===== src/rtl/hng_pkg.sv =====
// shared types and constants for the heightmap normal generator
// no dependencies; used by every module of the block
`default_nettype none

package hng_pkg;

  localparam int CFG_IDX_W = 2;
  localparam int SAMPLE_W  = 16;
  localparam int COORD_W   = 12;
  localparam int ROW_W     = 13;

  // configuration register indexes
  localparam logic [CFG_IDX_W-1:0] REG_PEAK   = 2'd0;
  localparam logic [CFG_IDX_W-1:0] REG_WIDTH  = 2'd1;
  localparam logic [CFG_IDX_W-1:0] REG_HEIGHT = 2'd2;

  localparam logic [15:0]      PEAK_RESET = 16'd65535;
  localparam logic [12:0]      SIZE_RESET = 13'd3601;
  localparam logic [ROW_W-1:0] MAX_ROWS   = 13'd4096;
  localparam logic [15:0]      HEIGHT_ONE = 16'd65280;
  localparam logic [14:0]      Q14_ONE    = 15'd16384;

  // controller to datapath
  typedef struct packed {
    logic                cap_sample;
    logic                cap_mid;
    logic                cap_right;
    logic                cap_left;
    logic                zero_top;
    logic                zero_right;
    logic                zero_left;
    logic                flush;
    logic                wr_en;
    logic                clr_left;
    logic                start;
    logic                load_out;
    logic [15:0]         peak;
    logic [COORD_W-1:0]  col;
    logic [COORD_W-1:0]  row;
    logic                last;
  } hng_cmd_t;

  // datapath to controller
  typedef struct packed {
    logic norm_done;
    logic out_full;
  } hng_stat_t;

endpackage

`default_nettype wire


===== src/rtl/hng_ctrl.sv =====
// controller: configuration registers, raster and flush counters and the
// sequence of line store reads, write-back and normalising; uses hng_pkg
`default_nettype none

module hng_ctrl
  import hng_pkg::*;
#(
  parameter int MAX_LINE = 4096
)
(
  input  wire logic                         clk,
  input  wire logic                         rst,
  input  wire logic                         cfg_valid,
  output logic                              cfg_ready,
  input  wire logic [CFG_IDX_W-1:0]         cfg_index,
  input  wire logic [15:0]                  cfg_data,
  input  wire logic                         item_valid,
  output logic                              item_stall,
  input  wire logic                         action,
  input  wire hng_stat_t                    stat,
  output hng_cmd_t                          cmd,
  output logic [$clog2(MAX_LINE)-1:0]       addr
);

  localparam int AW    = $clog2(MAX_LINE);
  localparam int LW    = $clog2(MAX_LINE + 1);
  localparam int CMP_W = (LW > 13) ? LW : 13;

  localparam logic [2:0] S_IDLE = 3'd0;
  localparam logic [2:0] S_RDC  = 3'd1;
  localparam logic [2:0] S_RDR  = 3'd2;
  localparam logic [2:0] S_RDL  = 3'd3;
  localparam logic [2:0] S_CAPL = 3'd4;
  localparam logic [2:0] S_GO   = 3'd5;
  localparam logic [2:0] S_NORM = 3'd6;
  localparam logic [2:0] S_OUT  = 3'd7;

  logic [2:0]       state;
  logic [15:0]      peak_height;
  logic [12:0]      tile_width, tile_height;
  logic [AW-1:0]    input_column, flush_column, cur_col;
  logic [ROW_W-1:0] input_row, cur_row;
  logic             is_flush, emit;

  always_ff @(posedge clk) begin
    if (rst) begin
      peak_height <= PEAK_RESET;
      tile_width  <= SIZE_RESET;
      tile_height <= SIZE_RESET;
    end else if (cfg_valid && cfg_ready) begin
      unique case (cfg_index)
        REG_PEAK:   peak_height <= cfg_data;
        REG_WIDTH:  tile_width  <= cfg_data[12:0];
        REG_HEIGHT: tile_height <= cfg_data[12:0];
        default: ;
      endcase
    end
  end

  // clamped sizes
  logic [LW-1:0]    w_eff;
  logic [ROW_W-1:0] h_eff;
  logic [CMP_W-1:0] tw_x;
  always_comb begin
    tw_x = CMP_W'(tile_width);
    priority if (tile_width == 13'd0) begin
      w_eff = LW'(1);
    end else if (tw_x > CMP_W'(MAX_LINE)) begin
      w_eff = LW'(MAX_LINE);
    end else begin
      w_eff = tw_x[LW-1:0];
    end
    priority if (tile_height == 13'd0) begin
      h_eff = 13'd1;
    end else if (tile_height > MAX_ROWS) begin
      h_eff = MAX_ROWS;
    end else begin
      h_eff = tile_height;
    end
  end

  logic             accept;
  logic             wrap;
  logic [ROW_W-1:0] row_start;
  logic [LW-1:0]    fc_x;
  logic [LW-1:0]    col_inc;
  logic             right_ok;
  always_comb begin
    accept    = item_valid && !item_stall;
    wrap      = LW'(input_column) >= w_eff;
    row_start = wrap ? input_row + 13'd1 : input_row;
    fc_x      = (LW'(flush_column) >= w_eff) ? w_eff - LW'(1) : LW'(flush_column);
    col_inc   = LW'(cur_col) + LW'(1);
    right_ok  = col_inc < w_eff;
  end

  always_ff @(posedge clk) begin
    if (rst) begin
      state        <= S_IDLE;
      input_column <= '0;
      input_row    <= '0;
      flush_column <= '0;
      cur_col      <= '0;
      cur_row      <= '0;
      is_flush     <= 1'b0;
      emit         <= 1'b0;
    end else begin
      unique case (state)
        S_IDLE: begin
          if (accept && !action && input_row < h_eff) begin
            if (wrap) begin
              input_column <= '0;
              input_row    <= row_start;
            end
            if (row_start < h_eff) begin
              cur_col  <= wrap ? '0 : input_column;
              cur_row  <= row_start;
              is_flush <= 1'b0;
              emit     <= row_start != 13'd0;
              state    <= S_RDC;
            end
          end else if (accept && action && input_row >= h_eff) begin
            cur_col  <= fc_x[AW-1:0];
            is_flush <= 1'b1;
            emit     <= 1'b1;
            state    <= S_RDC;
          end
        end
        S_RDC: state <= S_RDR;
        S_RDR: state <= S_RDL;
        S_RDL: state <= S_CAPL;
        S_CAPL: begin
          if (is_flush) begin
            if (cmd.last) begin
              input_column <= '0;
              input_row    <= '0;
              flush_column <= '0;
            end else begin
              flush_column <= col_inc[AW-1:0];
            end
          end else if (!right_ok) begin
            input_column <= '0;
            input_row    <= cur_row + 13'd1;
          end else begin
            input_column <= col_inc[AW-1:0];
            input_row    <= cur_row;
          end
          state <= emit ? S_GO : S_IDLE;
        end
        S_GO: state <= S_NORM;
        S_NORM: begin
          if (stat.norm_done) begin
            state <= S_OUT;
          end
        end
        default: begin
          if (!stat.out_full) begin
            state <= S_IDLE;
          end
        end
      endcase
    end
  end

  always_comb begin
    // a pending register write goes first, so no word is in flight across it
    item_stall = (state != S_IDLE) || cfg_valid;
    cfg_ready  = state == S_IDLE;

    unique case (state)
      S_RDR:   addr = col_inc[AW-1:0];
      S_RDL:   addr = cur_col - AW'(1);
      default: addr = cur_col;
    endcase

    cmd.cap_sample = accept && !action;
    cmd.cap_mid    = state == S_RDR;
    cmd.cap_right  = state == S_RDL;
    cmd.cap_left   = state == S_CAPL;
    cmd.zero_top   = is_flush ? (h_eff < 13'd2) : (cur_row == 13'd1);
    cmd.zero_right = !right_ok;
    cmd.zero_left  = cur_col == '0;
    cmd.flush      = is_flush;
    cmd.wr_en      = (state == S_CAPL) && !is_flush;
    cmd.clr_left   = (state == S_CAPL) && is_flush && cmd.last;
    cmd.start      = state == S_GO;
    cmd.load_out   = (state == S_OUT) && !stat.out_full;
    cmd.peak       = peak_height;
    cmd.col        = COORD_W'(cur_col);
    cmd.row        = is_flush ? COORD_W'(h_eff - 13'd1) : COORD_W'(cur_row - 13'd1);
    cmd.last       = is_flush && (col_inc == w_eff);
  end

endmodule

`default_nettype wire


===== config.mk =====
export PLATFORM = sky130hd
export DESIGN_NAME = hng_ctrl
export DESIGN_NICKNAME = d
export VERILOG_FILES = /design/src/rtl/hng_pkg.sv /design/src/rtl/hng_ctrl.sv
export SDC_FILE = /design/constraint.sdc
export NUM_CORES = 1
export LEC_CHECK = 0
export BUFFER_PORTS_ARGS = -buffer_cell sky130_fd_sc_hd__buf_2
export CAP_MARGIN = 20
export CORE_MARGIN = 5
export CORE_UTILIZATION = 60
export CTS_CLUSTER_SIZE = 24
export DETAILED_ROUTE_END_ITERATION = 16
export GPL_TIMING_DRIVEN = 0
export PLACE_DENSITY = 0.82
export SLEW_MARGIN = 20
export SYNTH_ARGS = -nofsm -noshare
export SYNTH_HDL_FRONTEND = slang
export SYNTH_SLANG_ARGS = --single-unit

===== constraint.sdc =====
create_clock -name clk -period 10.89 [get_ports clk]
set_clock_uncertainty 0.05 [all_clocks]
set_input_delay 0.5445 -clock clk [delete_from_list [all_inputs] [get_ports clk]]
set_output_delay 0.5445 -clock clk [all_outputs]
set_load 0.1 [all_outputs]

**After elaboration in Yosys (flattened, before gate mapping)**

Index checks and enable logic that the tools add are counted.

- Logic and storage cells: 118
- Output and inout port bits: 67
- Register bits after elaboration: 109
- Bits of input ports: 25

- Reduce and logical (&&, ||, !) cells: 35
- Order comparisons: 9
- Add/sub/neg operators: 7
- Muxes and demuxes: 37
- Equality and inequality tests: 19

Operator list:

| kind | count |
|---|---|
| $mux W12 | 11 |
| $mux W13 | 10 |
| $pmux W12 S2 | 2 |
| $sub A12 B1 Y12 const B | 4 |
| $lt A13 B13 Y1 | 3 |
| $add A13 B1 Y13 const B | 2 |
| $ge A12 B13 Y1 | 2 |
| $gt A13 B13 Y1 const B | 2 |
| $logic_not A13 Y1 | 2 |
| $pmux W13 S2 | 1 |
| $pmux W3 S7 | 1 |
| $mux W3 | 6 |
| $add A12 B1 Y13 const B | 1 |
| $eq A13 B1 Y1 const B | 1 |
| $eq A13 B13 Y1 | 1 |
| $ge A13 B13 Y1 | 1 |
| $lt A13 B2 Y1 const B | 1 |
| $reduce_bool A13 Y1 | 1 |
| $eq A3 B3 Y1 const B | 4 |
| $logic_not A12 Y1 | 1 |
| $logic_and A1 B1 Y1 | 11 |
| $reduce_and A3 Y1 | 3 |
| $ne A8 B2 Y1 const B | 1 |
| $reduce_and A2 Y1 | 4 |
| 17 further kinds | 31 |

**Logic depth before layout (Yosys ltp)**

Gate-level depths: netlist of run 1.

- Depth after elaboration: 9
- Gate-level depth with buffers: 24
- Depth with buffers taken out: 21

**Least setup slack after synthesis of run 1**

OpenSTA, ideal clock, no wires.

- Path kind: register to output
- From: register cur_col[4]
- To: output port addr[7]
- Buffers on the path: 1
- Arrival time: 4.867 ns
- Path slack: 5.428 ns
- Data required time: 10.295 ns
- Stages on the path, launching flop included: 4
- Path through: dfxtp_1 buf_2 or3_1 o311ai_0

- Word-level cells in the longest chain between the ends: 2
- Elaborated cells between the ends (all ways): 3
- Classes of those cells: add/sub (2); mux (1)

RTL lines:

| what | RTL line | source |
|---|---|---|
| start: declaration | hng_ctrl.sv:41 | `logic [AW-1:0] input_column, flush_column, cur_col;` |
| start signal: assignment | hng_ctrl.sv:116 | `cur_col <= wrap ? '0 : input_column;` |
| start signal: assignment | hng_ctrl.sv:123 | `cur_col <= fc_x[AW-1:0];` |
| $sub A12 B1 Y12 or $add A12 B1 Y13 (tied branches) | hng_ctrl.sv:172, hng_ctrl.sv:93 |  |
| $pmux W12 S2 * | hng_ctrl.sv:170 | `unique case (state)` |
| end: declaration | hng_ctrl.sv:22 | `output logic [$clog2(MAX_LINE)-1:0] addr` |

Mark *: on every way between the ends. The rest lies on a longest branch, timed or not.

**Worst setup path after layout of run 1**

- From: register tile_width[12]
- To: register cur_col[11]

- Word-level cells in the longest chain between the ends: 8
- Elaborated cells between the ends (all ways): 16
- Classes of those cells: add/sub (1); order compare (4); eq/ne (1); mux (8); reduce/logical (2)

RTL lines:

| what | RTL line | source |
|---|---|---|
| start: declaration | hng_ctrl.sv:40 | `logic [12:0] tile_width, tile_height;` |
| start signal: assignment | hng_ctrl.sv:53 | `REG_WIDTH: tile_width <= cfg_data[12:0];` |
| $gt A13 B13 Y1 | hng_ctrl.sv:68 | `end else if (tw_x > CMP_W'(MAX_LINE)) begin` |
| $mux W13 | hng_ctrl.sv:68 |  |
| $mux W13 * | hng_ctrl.sv:66 | `priority if (tile_width == 13'd0) begin` |
| $ge A12 B13 Y1 * | hng_ctrl.sv:90 | `wrap = LW'(input_column) >= w_eff;` |
| $mux W13 * | hng_ctrl.sv:91 | `row_start = wrap ? input_row + 13'd1 : input_row;` |
| net row_start[4] | hng_ctrl.sv:84 | `logic [ROW_W-1:0] row_start;` |
| $lt A13 B13 Y1 * | hng_ctrl.sv:115 | `if (row_start < h_eff) begin` |
| $ne A2 B1 Y1 (no source line) * | n/a |  |
| $reduce_and A3 Y1 (no source line) * | n/a |  |

The timed path passes the listed nets; every way through them passes the cells marked *. The select of a mux whose other input is x is not followed.
A chain may end at the register's enable or synchronous reset.

==> impl_metrics.yaml, run 1 <==
pwr:
  p_leak_nw: 3.76
  power_frac_seq: 0.312
  cellPowerDensity_nw_per_um2: 164
  vdd_ir_drop_max_v: 0.000147
  cell_internal_pwr_mw: 0.730
  clock_power_share: 0.230
  share_comb_of_total_power: 0.458
  switching_share: 0.496
  power.net_switching_mw: 0.719
clock_tree:
  postCtsSetupRepairBufs: 0
  cts_hold_repair.buffers: 0
  cts-htree-levels: 3
  cts_num_sinks: 109
  clk_transition_reported_paths_ns: 0.08
  post_cts.resized_instances: 0
  insertion_delay_ns: 0.37
  cts_tree: "done"
  cts_inserted_buffers: 9
  clock-root-buffer: "sky130_fd_sc_hd__clkbuf_16"
  cts_buffer_depth: 2
hold_path:
  min_path_type: "in2reg"
  hold-path-cell-count: 3
synthesis:
  largest_family_of_logic_cells_by_synthesized_area: "simple AND/OR/NAND/NOR gates"
  yosys-mux-area-fraction: 0.0118
  synth-simple-area-share: 0.292
  synth_area_sq_um: 7860
  ys_types: 79
  synth_area_in_compound_gates: 0.196
  postSynthRegisterBits: 109
  sequential_cell_area_fraction_in_the_yosys_report: 0.278
  count_of_flip_flops_with_a_built_in_enable_after_synthesis: 0
  synthCells: 1050
  synth_ff_type: "sky130_fd_sc_hd__dfxtp_1"
  synthesis.yosys.warnings: 0
  synth_xor_xnor_area_share: 0.0602
  syn_area_per_cell_sq_um: 7.48
  synth.net_count: 1145
  synth-adder-area-share: 0.111
  synthArstFlopShare: 0
drt:
  post_drt_wl_per_cell_microns: 18.3
  antenna_left: 0
  detail_route.first_pass.iterations: 5
  post-route-drc-count: 0
  vias_per_cell: 6.31
  wirelength_microns: 24300
  drt_iter0_drc: 833
  route.vias.total: 8383
global_routing:
  use_met2: 0.455
  grt.total_usage: 0.304
  gr-max-usage-layer: "met2"
  grt_antenna_before_repair: 0
  global_route_wire_length_before_repair_microns: 39000
  grt_remaining_overflow: 0
  vias_in_the_first_global_route: 7711
  maximum_number_of_pins_on_one_net_before_global_route_repair: 20
  grt_util_met1: 0.426
  global_route.usage.met3: 0.0673
worst_setup_path:
  cp-start-kind: "flip-flop"
  crit_path_max_incr_delay_ns: 0.39
  timing.critical_path.to_type: "flip-flop"
  reg2reg_depth: 24
  path_class: "reg2reg"
  timing.critical_path.slowest_stage_cell: "sky130_fd_sc_hd__dfxtp_1"
  critical_path_peak_fanout: 10
  crit_path_cell_trace: "clkbuf_1, inv_1, buf_1, o21ai_0, inv_1, ha_1, nand2b_1, a21oi_1, o21a_1, o21ai_1, buf_2, nand2_1, xnor2_1, ha_1, a21oi_1, o21ai_0, nor3b_1, o211ai_1, o211ai_2, a21bo_1, buf_6, buf_12, nor2_2, nor3_2"
  arrival_ns: 5.85
  timing.critical_path.required_ns: 11.13
layout:
  mostFrequentLayoutCells: "sky130_fd_sc_hd__nand2_1 (191), sky130_fd_sc_hd__dfxtp_1 (109), sky130_fd_sc_hd__buf_2 (99)"
  final_design_area_no_fill_sq_um: 8820
  flow.area_growth_from_synthesis_pct: 12.2
  layout.core_utilization: 0.693
  drive_gt1_frac: 0.131
  final_common_cell: "sky130_fd_sc_hd__nand2_1"
  final_net_count: 1247
  antenna_cells: 0
timing:
  finalSetupTns_ns: 0
  grt_setup_unrepaired: "false"
  timing.final.hold_violations: 0
  worstMarginPinSlew_ns: 0.713
  timing.final.setup_violations: 0
  worst_rel_slew_slack: 0.523
  fin_crit_ns: 5.61
  fmax_mhz: 178
  period_share: 0.515
  report.final.slew_viol_count: 0
die:
  floorplan.die.width_microns: 124
  initial_cell_density_of_the_core: 0.618
  fp.dieArea_sq_um: 15500
  design.core.area_sq_um: 12700
  fp.dieH_microns: 124
  num_io_pins: 92
  placementRows: 41
placement:
  hpwl_microns: 19000
  finalWeightedCongestion: 0.995
  place_area_sq_um: 8530
  io_buffer_count: 91
job:
  drv_cap: 0
run_status:
  status: "finished, final reports clean"
==> power by group through the flow <==
stage	clock network, mW	registers [mW]	logic, mW
2_1_floorplan	0	0.535	0.464
3_3_place_gp	0	0.459	0.653
3_5_place_dp	0	0.460	0.658
4_1_cts	0.334	0.451	0.661
5_1_grt	0.349	0.455	0.702
6_report	0.333	0.452	0.664
==> cell families (layout without fill, tap and decap cells) <==
group                    after synthesis  count (layout)
AO/OA/AOI/OAI                        234             234
XOR/XNOR                              54              54
adder cells (fa/ha/maj)               70              70
buffers and inverters                 88             195
flip-flops                           109             109
multiplexers                           9               9
AND/OR/NAND/NOR                      486             486
==> registers in the layout (all words and copies together) (netlist names) <==
signal / count
state: 3
peak_height: 16
is_flush: 1
tile_height: 13
cur_col: 12
emit: 1
input_row: 13
cur_row: 13
input_column: 12
tile_width: 13
flush_column: 12
==> critical path, delay by kind of cell, from the launching register on <==
| family | cells | cell delay [ns] |
|---|---|---|
| xor gates and xnor gates | 1 | 0.39 |
| buffers and inverters | 7 | 1.60 |
| and+or+nand+nor | 5 | 0.68 |
| AOI/OAI and AO/OA | 9 | 1.78 |
| adders and majority gates | 2 | 0.64 |
| DFF | 1 | 0.39 |
==> synthesized netlist by cell type, drive strengths merged, types with 16 or more instances <==
| library cell | n | area share |
|---|---|---|
| a21oi | 70 | 0.045 |
| xnor2 | 25 | 0.028 |
| nand2 | 192 | 0.092 |
| a211oi | 17 | 0.018 |
| nand4 | 19 | 0.015 |
| xor2 | 29 | 0.032 |
| and3 | 16 | 0.013 |
| buf | 19 | 0.018 |
| nor3 | 41 | 0.031 |
| nand3 | 55 | 0.035 |
| inv | 25 | 0.012 |
| clkbuf | 43 | 0.021 |
| o21ai | 47 | 0.030 |
| ha | 70 | 0.11 |
| dfxtp | 109 | 0.28 |
| a22oi | 20 | 0.019 |
| nor2 | 97 | 0.048 |
==> stage by stage <==
stage          hold slack, ns  power, mW  cells  setup slack, ns
2_1_floorplan           0.399      0.999   1050             5.43
4_1_cts                 0.335       1.45   1329             5.42
6_report                0.333       1.45   1329             5.28
3_3_place_gp            0.395       1.11   1313             5.53
3_5_place_dp            0.403       1.12   1313             5.48
5_1_grt                 0.347       1.51   1329             4.87
==> layer usage <==
| metal | wire length, microns | vias to the layer above |
|---|---|---|
| met4 | 710 | 0 |
| li1 | - | 3966 |
| met5 | 0 | - |
| met2 | 10200 | 474 |
| met1 | 10600 | 3890 |
| met3 | 2780 | 53 |
==> final cells by class <==
| type | instances | area, sq um |
|---|---|---|
| multi-input cells | 853 | 5280 |
| fillers | 1111 | 3900 |
| flip-flops and latches | 109 | 2180 |
| repair buffers | 91 | 455 |
| plain buffers | 62 | 300 |
| clock buffers | 10 | 239 |
| well taps | 172 | 215 |
| inverters | 26 | 97.6 |
| clock inverters | 6 | 52.6 |
==> path summary, 6_finish.rpt <==
kind / from / end / slack, ns
max reg2reg: tile_width[12]$_SDFFE_PP0P_ / cur_col[11]$_SDFFE_PP0P_ / 5.28
max: tile_width[12]$_SDFFE_PP0P_ / cur_col[11]$_SDFFE_PP0P_ / 5.28
min reg2reg: peak_height[14]$_SDFFE_PP1P_ / peak_height[14]$_SDFFE_PP1P_ / 0.43
min: cfg_data[13] / peak_height[13]$_SDFFE_PP1P_ / 0.33
Power figures use the tool's default switching activity.
==> run 2: changes to the inputs <==
ABC_AREA = 1   (was default)
PLACE_DENSITY = 0.81   (was 0.82)
clock period = 5.6 ns   (was 10.89 ns; I/O delays follow)
==> run 2 against run 1 <==
Against the previous run: total power grew to 2.8 times the previous value; design area grew 5.1%; combinational power increased to 3.6 times the previous value; largest cell class unchanged; highest routed layer unchanged.
==> impl_metrics.yaml, run 2 <==
synthesis:
  synthCells: 1316
  postSynthRegisterBits: 109
  count_of_flip_flops_with_a_built_in_enable_after_synthesis: 0
  yosys.cell_count.top_type: "sky130_fd_sc_hd__nand2_1"
  synthArstFlopShare: 0
  synth_ff_type: "sky130_fd_sc_hd__dfxtp_1"
  synthesis.yosys.warnings: 0
  sequential_cell_area_fraction_in_the_yosys_report: 0.262
  yosysTopAreaCellShare: 0.262
  synth_area_sq_um: 8310
  syn_area_per_cell_sq_um: 6.32
  cell_types_occupying_the_most_area_after_synthesis: "sky130_fd_sc_hd__dfxtp_1 (26%), sky130_fd_sc_hd__nand2_1 (16%), sky130_fd_sc_hd__ha_1 (11%), sky130_fd_sc_hd__nor2_1 (7.2%), sky130_fd_sc_hd__o21ai_0 (6.8%)"
  ys_types: 47
  synth_commonest_cells: "sky130_fd_sc_hd__nand2_1 (356), sky130_fd_sc_hd__nor2_1 (160), sky130_fd_sc_hd__o21ai_0 (113), sky130_fd_sc_hd__dfxtp_1 (109), sky130_fd_sc_hd__inv_1 (109)"
  synth.net_count: 1411
  synth_largest_area_cell: "sky130_fd_sc_hd__dfxtp_1"
worst_setup_path:
  timing.critical_path.to_type: "flip-flop"
  path_class: "reg2reg"
  reg2reg_depth: 27
  crit_path_max_incr_delay_ns: 0.56
  rr_startpoint: "tile_width[9]$_SDFFE_PP1P_"
  worst-r2r-setup-slack_ns: 0.63
  r2r_end: "cur_col[8]$_SDFFE_PP0P_"
  crit_family: "simple AND/OR/NAND/NOR gates"
  timing.critical_path.required_ns: 5.83
  timing.critical_path.slowest_stage_cell: "sky130_fd_sc_hd__o21ai_0"
  critical_path_buf_inv_count: 5
  arrival_ns: 5.20
  cp-start-kind: "flip-flop"
  critical_path.most_common_cell: "sky130_fd_sc_hd__nand2_1"
  critical_path_peak_fanout: 10
layout:
  final_common_cell: "sky130_fd_sc_hd__nand2_1"
  max_flop_register: "peak_height"
  drive_gt1_frac: 0.110
  layout.core_utilization: 0.676
  largest_reg_flops: 16
  antenna_cells: 0
  flow.area_growth_from_synthesis_pct: 11.6
  mostFrequentLayoutCells: "sky130_fd_sc_hd__nand2_1 (356), sky130_fd_sc_hd__nor2_1 (160), sky130_fd_sc_hd__o21ai_0 (113)"
  final_net_count: 1513
timing:
  period_share: 0.887
  worst_rel_slew_slack: 0.464
  fin_crit_ns: 4.97
  finalSetupTns_ns: 0
  grt_setup_unrepaired: "false"
  worstMarginPinSlew_ns: 0.804
  timing.final.setup_violations: 0
  fmax_mhz: 201
  report.final.slew_viol_count: 0
  timing.final.hold_violations: 0
  setup_slack_ns: 0.633
die:
  fp.dieH_microns: 128
  floorplan.die.width_microns: 128
  fp.dieArea_sq_um: 16300
  design.core.area_sq_um: 13700
  num_io_pins: 92
  placementRows: 43
  initial_cell_density_of_the_core: 0.606
placement:
  finalWeightedCongestion: 1.04
  dpl_worst_slack_ns: 0.416
  hpwl_microns: 21000
  io_buffer_count: 91
drt:
  drt_iter0_drc: 1043
  antenna_left: 0
  detail_route.first_pass.iterations: 8
  post_drt_wl_per_cell_microns: 16.7
  route.vias.total: 9295
  post-route-drc-count: 0
  vias_per_cell: 5.80
  wirelength_microns: 26800
pwr:
  vdd_ir_drop_max_v: 0.000251
  cellPowerDensity_nw_per_um2: 438
  power.total_mw: 4.06
  p_leak_nw: 4.29
hold_path:
  hold-path-cell-count: 3
  timing.hold.worst.start: "cfg_data[13]"
  min_path_type: "in2reg"
  whs_endpoint: "peak_height[13]$_SDFFE_PP1P_"
clock_tree:
  cts_num_sinks: 109
  cts_tree: "done"
  clk_transition_reported_paths_ns: 0.07
  cts-htree-levels: 3
  insertion_delay_ns: 0.36
  clock-root-buffer: "sky130_fd_sc_hd__clkbuf_16"
  cts_hold_repair.buffers: 0
  cts_inserted_buffers: 9
  cts_buffer_depth: 2
global_routing:
  grt.total_usage: 0.328
  vias_in_the_first_global_route: 8379
  maximum_number_of_pins_on_one_net_before_global_route_repair: 19
  global_route_wire_length_before_repair_microns: 42800
  grt_antenna_before_repair: 0
  grt_remaining_overflow: 0
job:
  drv_cap: 0
run_status:
  status: "finished, final reports clean"
[run 2: changes by cell type in the layout (fill, tap and decap cells not counted), sizes merged, moves of 31 or more]
cell | before | now
nor2 | 97 | 164
nand2 | 192 | 360
nand3 | 55 | 107
a21oi | 70 | 101
o21ai | 47 | 118
inv | 29 | 117
[run 2: layer usage]
metal,vias up,wire [microns],global-route usage,share of wire
li1,4570,-,-,-
met1,4180,12000,0.477,0.45
met2,495,11200,0.492,0.42
met3,50,2920,0.0617,0.11
met4,0,578,0.102,0.022
met5,-,0,0,0
[run 2: timing repair]
item                                    CTS  global route
endpoints found under the setup margin    0             1
resized for setup                         0             1
buffers inserted                          0             0
[run 2: cell type report]
class                      instances  area (sq um)
clock inverter                     6          46.3
inverter                         116           435
multi-input combinational       1041          5450
timing repair buffer              91           455
clock buffer                      10           229
fill                            1328          4450
buffer                            50           255
sequential                       109          2180
tap                              180           225
[run 2: where the power goes]
part / internal [mW] / switching, mW
Sequential: 0.899 / 0.146
Combinational: 0.590 / 1.80
Clock: 0.307 / 0.311
[run 2: cell families (layout without fill, tap and decap cells)]
group,Yosys count,count (layout),share of synthesized area
AO/OA/AOI/OAI,248,248,0.160
XOR/XNOR,34,34,0.0358
adder cells (fa/ha/maj),70,70,0.105
buffers and inverters,166,273,0.0831
flip-flops,109,109,0.262
multiplexers,1,1,0.00135
AND/OR/NAND/NOR,688,688,0.352
[run 2: stage by stage]
stage / hold WS, ns / area (sq um) / std cells
final: 0.0760 / 9270 / 1603
after global routing: 0.100 / 9270 / 1603
after CTS: 0.0711 / 9270 / 1603
after detailed placement: 0.389 / 8990 / 1587
after global placement: 0.383 / 8990 / 1587
after floorplan: 0.343 / 8310 / 1316
[run 2: how the worst max path moves through the flow]
stage / depth (start not counted) / from / end / slack, ns
2_1_floorplan: 4 / state[0]$_SDFFE_PP0P_ / addr[3] / 0.46
3_3_place_gp: 25 / tile_width[9]$_SDFFE_PP1P_ / cur_col[8]$_SDFFE_PP0P_ / 0.53
3_5_place_dp: 27 / tile_width[8]$_SDFFE_PP0P_ / cur_col[8]$_SDFFE_PP0P_ / 0.42
4_1_cts: 27 / tile_width[8]$_SDFFE_PP0P_ / cur_col[8]$_SDFFE_PP0P_ / 0.37
5_1_grt: 27 / tile_width[4]$_SDFFE_PP1P_ / cur_col[8]$_SDFFE_PP0P_ / 0.34
6_report: 27 / tile_width[9]$_SDFFE_PP1P_ / cur_col[8]$_SDFFE_PP0P_ / 0.63
[run 2: tightest hold or removal path, cell delays in order]
cell                      delay, ns
sky130_fd_sc_hd__buf_2         0.07
sky130_fd_sc_hd__nand2_1       0.04
sky130_fd_sc_hd__nand3_1       0.06
==> run 3: changes to the inputs <==
ABC_AREA = default   (was 1)
PLACE_DENSITY = default   (was 0.81)
PLACE_DENSITY_LB_ADDON = 0.05   (was default)
SLEW_MARGIN = 10   (was 20)
==> run 3 against run 2 <==
Against the previous run: flip-flop and latch count unchanged; sequential share of layout area increased by 1.1 points; via count decreased by 12%; cell count is 17% lower; non-clock buffer count up 12; register-to-register slack worse by 0.20 ns; critical path type unchanged; largest power group unchanged; highest routed layer unchanged.
==> impl_metrics.yaml, run 3 (synthesis gave the netlist of run 1 again) <==
clock_tree:
  clk_transition_reported_paths_ns: 0.08
  clock-root-buffer: "sky130_fd_sc_hd__clkbuf_16"
  cts_tree: "done"
  postCtsSetupRepairBufs: 0
  cts-htree-levels: 3
  cts_num_sinks: 109
  cts_hold_repair.buffers: 0
  cts_inserted_buffers: 9
  cts_buffer_depth: 2
  insertion_delay_ns: 0.36
timing:
  fin_hold_ws_ns: 0.0749
  grt_setup_unrepaired: "false"
  fin_crit_ns: 5.17
  report.final.slew_viol_count: 0
  timing.final.setup_violations: 0
  fmax_mhz: 193
  period_share: 0.923
  worstMarginPinSlew_ns: 0.764
  timing.final.hold_violations: 0
  worst_rel_slew_slack: 0.491
  finalSetupTns_ns: 0
drt:
  post_drt_wl_per_cell_microns: 18.3
  antenna_left: 0
  route.vias.total: 8154
  post-route-drc-count: 0
  wirelength_microns: 24400
  detail_route.first_pass.iterations: 6
  drt_iter0_drc: 918
  vias_per_cell: 6.14
die:
  floorplan.die.width_microns: 124
  fp.dieArea_sq_um: 15500
  placementRows: 41
  num_io_pins: 92
  design.core.area_sq_um: 12700
  fp.dieH_microns: 124
  initial_cell_density_of_the_core: 0.618
worst_setup_path:
  crit_path_max_incr_delay_ns: 0.39
  timing.critical_path.to_type: "flip-flop"
  timing.critical_path.required_ns: 5.78
  crit_family: "compound AO/OA/AOI/OAI gates"
  path_class: "reg2reg"
  critical_path_peak_fanout: 10
  crit_path_cell_trace: "clkbuf_2, inv_1, clkbuf_2, o21ai_0, inv_1, ha_1, nand2b_1, a21oi_1, o21a_1, o21ai_1, buf_2, nand2_1, xnor2_2, ha_1, a21oi_1, o21ai_0, nor3b_1, o211ai_1, o211ai_2, a21boi_2, a221oi_1, nor3_2"
  timing.critical_path.slowest_stage_cell: "sky130_fd_sc_hd__dfxtp_1"
  arrival_ns: 5.34
  critical_path_buf_inv_count: 5
  cp-start-kind: "flip-flop"
pwr:
  switching_share: 0.490
  power.total_mw: 2.85
  vdd_ir_drop_max_v: 0.000355
  share_comb_of_total_power: 0.454
  cellPowerDensity_nw_per_um2: 322
  power_frac_seq: 0.308
  power.net_switching_mw: 1.40
  clock_power_share: 0.238
  cell_internal_pwr_mw: 1.45
  p_leak_nw: 3.78
layout:
  drive_gt1_frac: 0.136
  antenna_cells: 0
  number_of_standard_cells_in_the_final_layout_excluding_fillers: 1329
  max_flop_register: "peak_height"
  largest_reg_flops: 16
  final.fill_count: 1170
  layout.core_utilization: 0.697
  mostFrequentLayoutCells: "sky130_fd_sc_hd__nand2_1 (191), sky130_fd_sc_hd__dfxtp_1 (109), sky130_fd_sc_hd__buf_2 (99)"
  final_common_cell: "sky130_fd_sc_hd__nand2_1"
  flow.area_growth_from_synthesis_pct: 12.9
  final_net_count: 1247
job:
  drv_cap: 0
placement:
  dpl.cell_count: 1313
  io_buffer_count: 91
  hpwl_microns: 19000
  finalWeightedCongestion: 0.941
global_routing:
  vias_in_the_first_global_route: 7484
  grt_remaining_overflow: 0
  grt.total_usage: 0.305
  grt_antenna_before_repair: 0
  global_route_wire_length_before_repair_microns: 38900
  maximum_number_of_pins_on_one_net_before_global_route_repair: 20
hold_path:
  min_path_type: "in2reg"
run_status:
  status: "finished, final reports clean"
[run 3: timing repair]
item	4_1_cts	5_1_grt
endpoints found under the hold margin	0	0
resized for setup	0	7
endpoints found under the setup margin	0	28
[run 3: routing by layer]
layer / vias to the layer above / global-route usage / part of all wire
met5: - / 0 / 0
met4: 0 / 0.0754 / 0.015
met3: 33 / 0.0622 / 0.11
met2: 400 / 0.472 / 0.43
met1: 3747 / 0.435 / 0.44
li1: 3974 / - / -
[run 3: final timing paths]
| path | start | slack (ns) | cells after the start | to |
|---|---|---|---|---|
| setup / recovery | tile_width[12]$_SDFFE_PP0P_ | 0.43 | 22 | cur_col[6]$_SDFFE_PP0P_ |
| hold / removal | cfg_data[15] | 0.07 | 3 | peak_height[15]$_SDFFE_PP1P_ |
| setup reg to reg | tile_width[12]$_SDFFE_PP0P_ | 0.43 | 22 | cur_col[6]$_SDFFE_PP0P_ |
| hold reg to reg | peak_height[6]$_SDFFE_PP1P_ | 0.42 | 2 | peak_height[6]$_SDFFE_PP1P_ |
[run 3: final cells by class]
type | count | area, sq um | share of cell area
Multi-Input combinational cell | 853 | 5310 | 0.598
Sequential cell | 109 | 2180 | 0.246
Timing Repair Buffer | 91 | 455 | 0.0513
Buffer | 62 | 303 | 0.0341
Clock buffer | 9 | 225 | 0.0254
Tap cell | 172 | 215 | 0.0243
Inverter | 26 | 97.6 | 0.0110
Clock inverter | 7 | 83.8 | 0.00945
[run 3: power groups by stage]
stage | Clock, mW | Combinational [mW] | Sequential, mW
final | 0.679 | 1.29 | 0.879
after global routing | 0.713 | 1.37 | 0.886
after CTS | 0.681 | 1.29 | 0.876
after detailed placement | 0 | 1.28 | 0.893
after global placement | 0 | 1.27 | 0.892
after floorplan | 0 | 0.903 | 1.04
[run 3: worst register-to-register path, cell delays in order, from the launching register on]
cell                       delay, ns
sky130_fd_sc_hd__dfxtp_1        0.39
sky130_fd_sc_hd__clkbuf_2       0.25
sky130_fd_sc_hd__inv_1          0.14
sky130_fd_sc_hd__clkbuf_2       0.22
sky130_fd_sc_hd__o21ai_0        0.21
sky130_fd_sc_hd__inv_1          0.16
sky130_fd_sc_hd__ha_1           0.30
sky130_fd_sc_hd__nand2b_1       0.09
sky130_fd_sc_hd__a21oi_1        0.06
sky130_fd_sc_hd__o21a_1         0.22
sky130_fd_sc_hd__o21ai_1        0.35
sky130_fd_sc_hd__buf_2          0.32
sky130_fd_sc_hd__nand2_1        0.14
sky130_fd_sc_hd__xnor2_2        0.29
sky130_fd_sc_hd__ha_1           0.33
sky130_fd_sc_hd__a21oi_1        0.20
sky130_fd_sc_hd__o21ai_0        0.14
sky130_fd_sc_hd__nor3b_1        0.26
sky130_fd_sc_hd__o211ai_1       0.16
sky130_fd_sc_hd__o211ai_2       0.14
sky130_fd_sc_hd__a21boi_2       0.18
sky130_fd_sc_hd__a221oi_1       0.38
sky130_fd_sc_hd__nor3_2         0.07
[run 3: per-stage QoR]
step	setup WS [ns]	instance area, sq um
final	0.432	8870
after global routing	0.0211	8870
after CTS	0.206	8840
after detailed placement	0.279	8530
after global placement	0.278	8530
after floorplan	0.403	7860
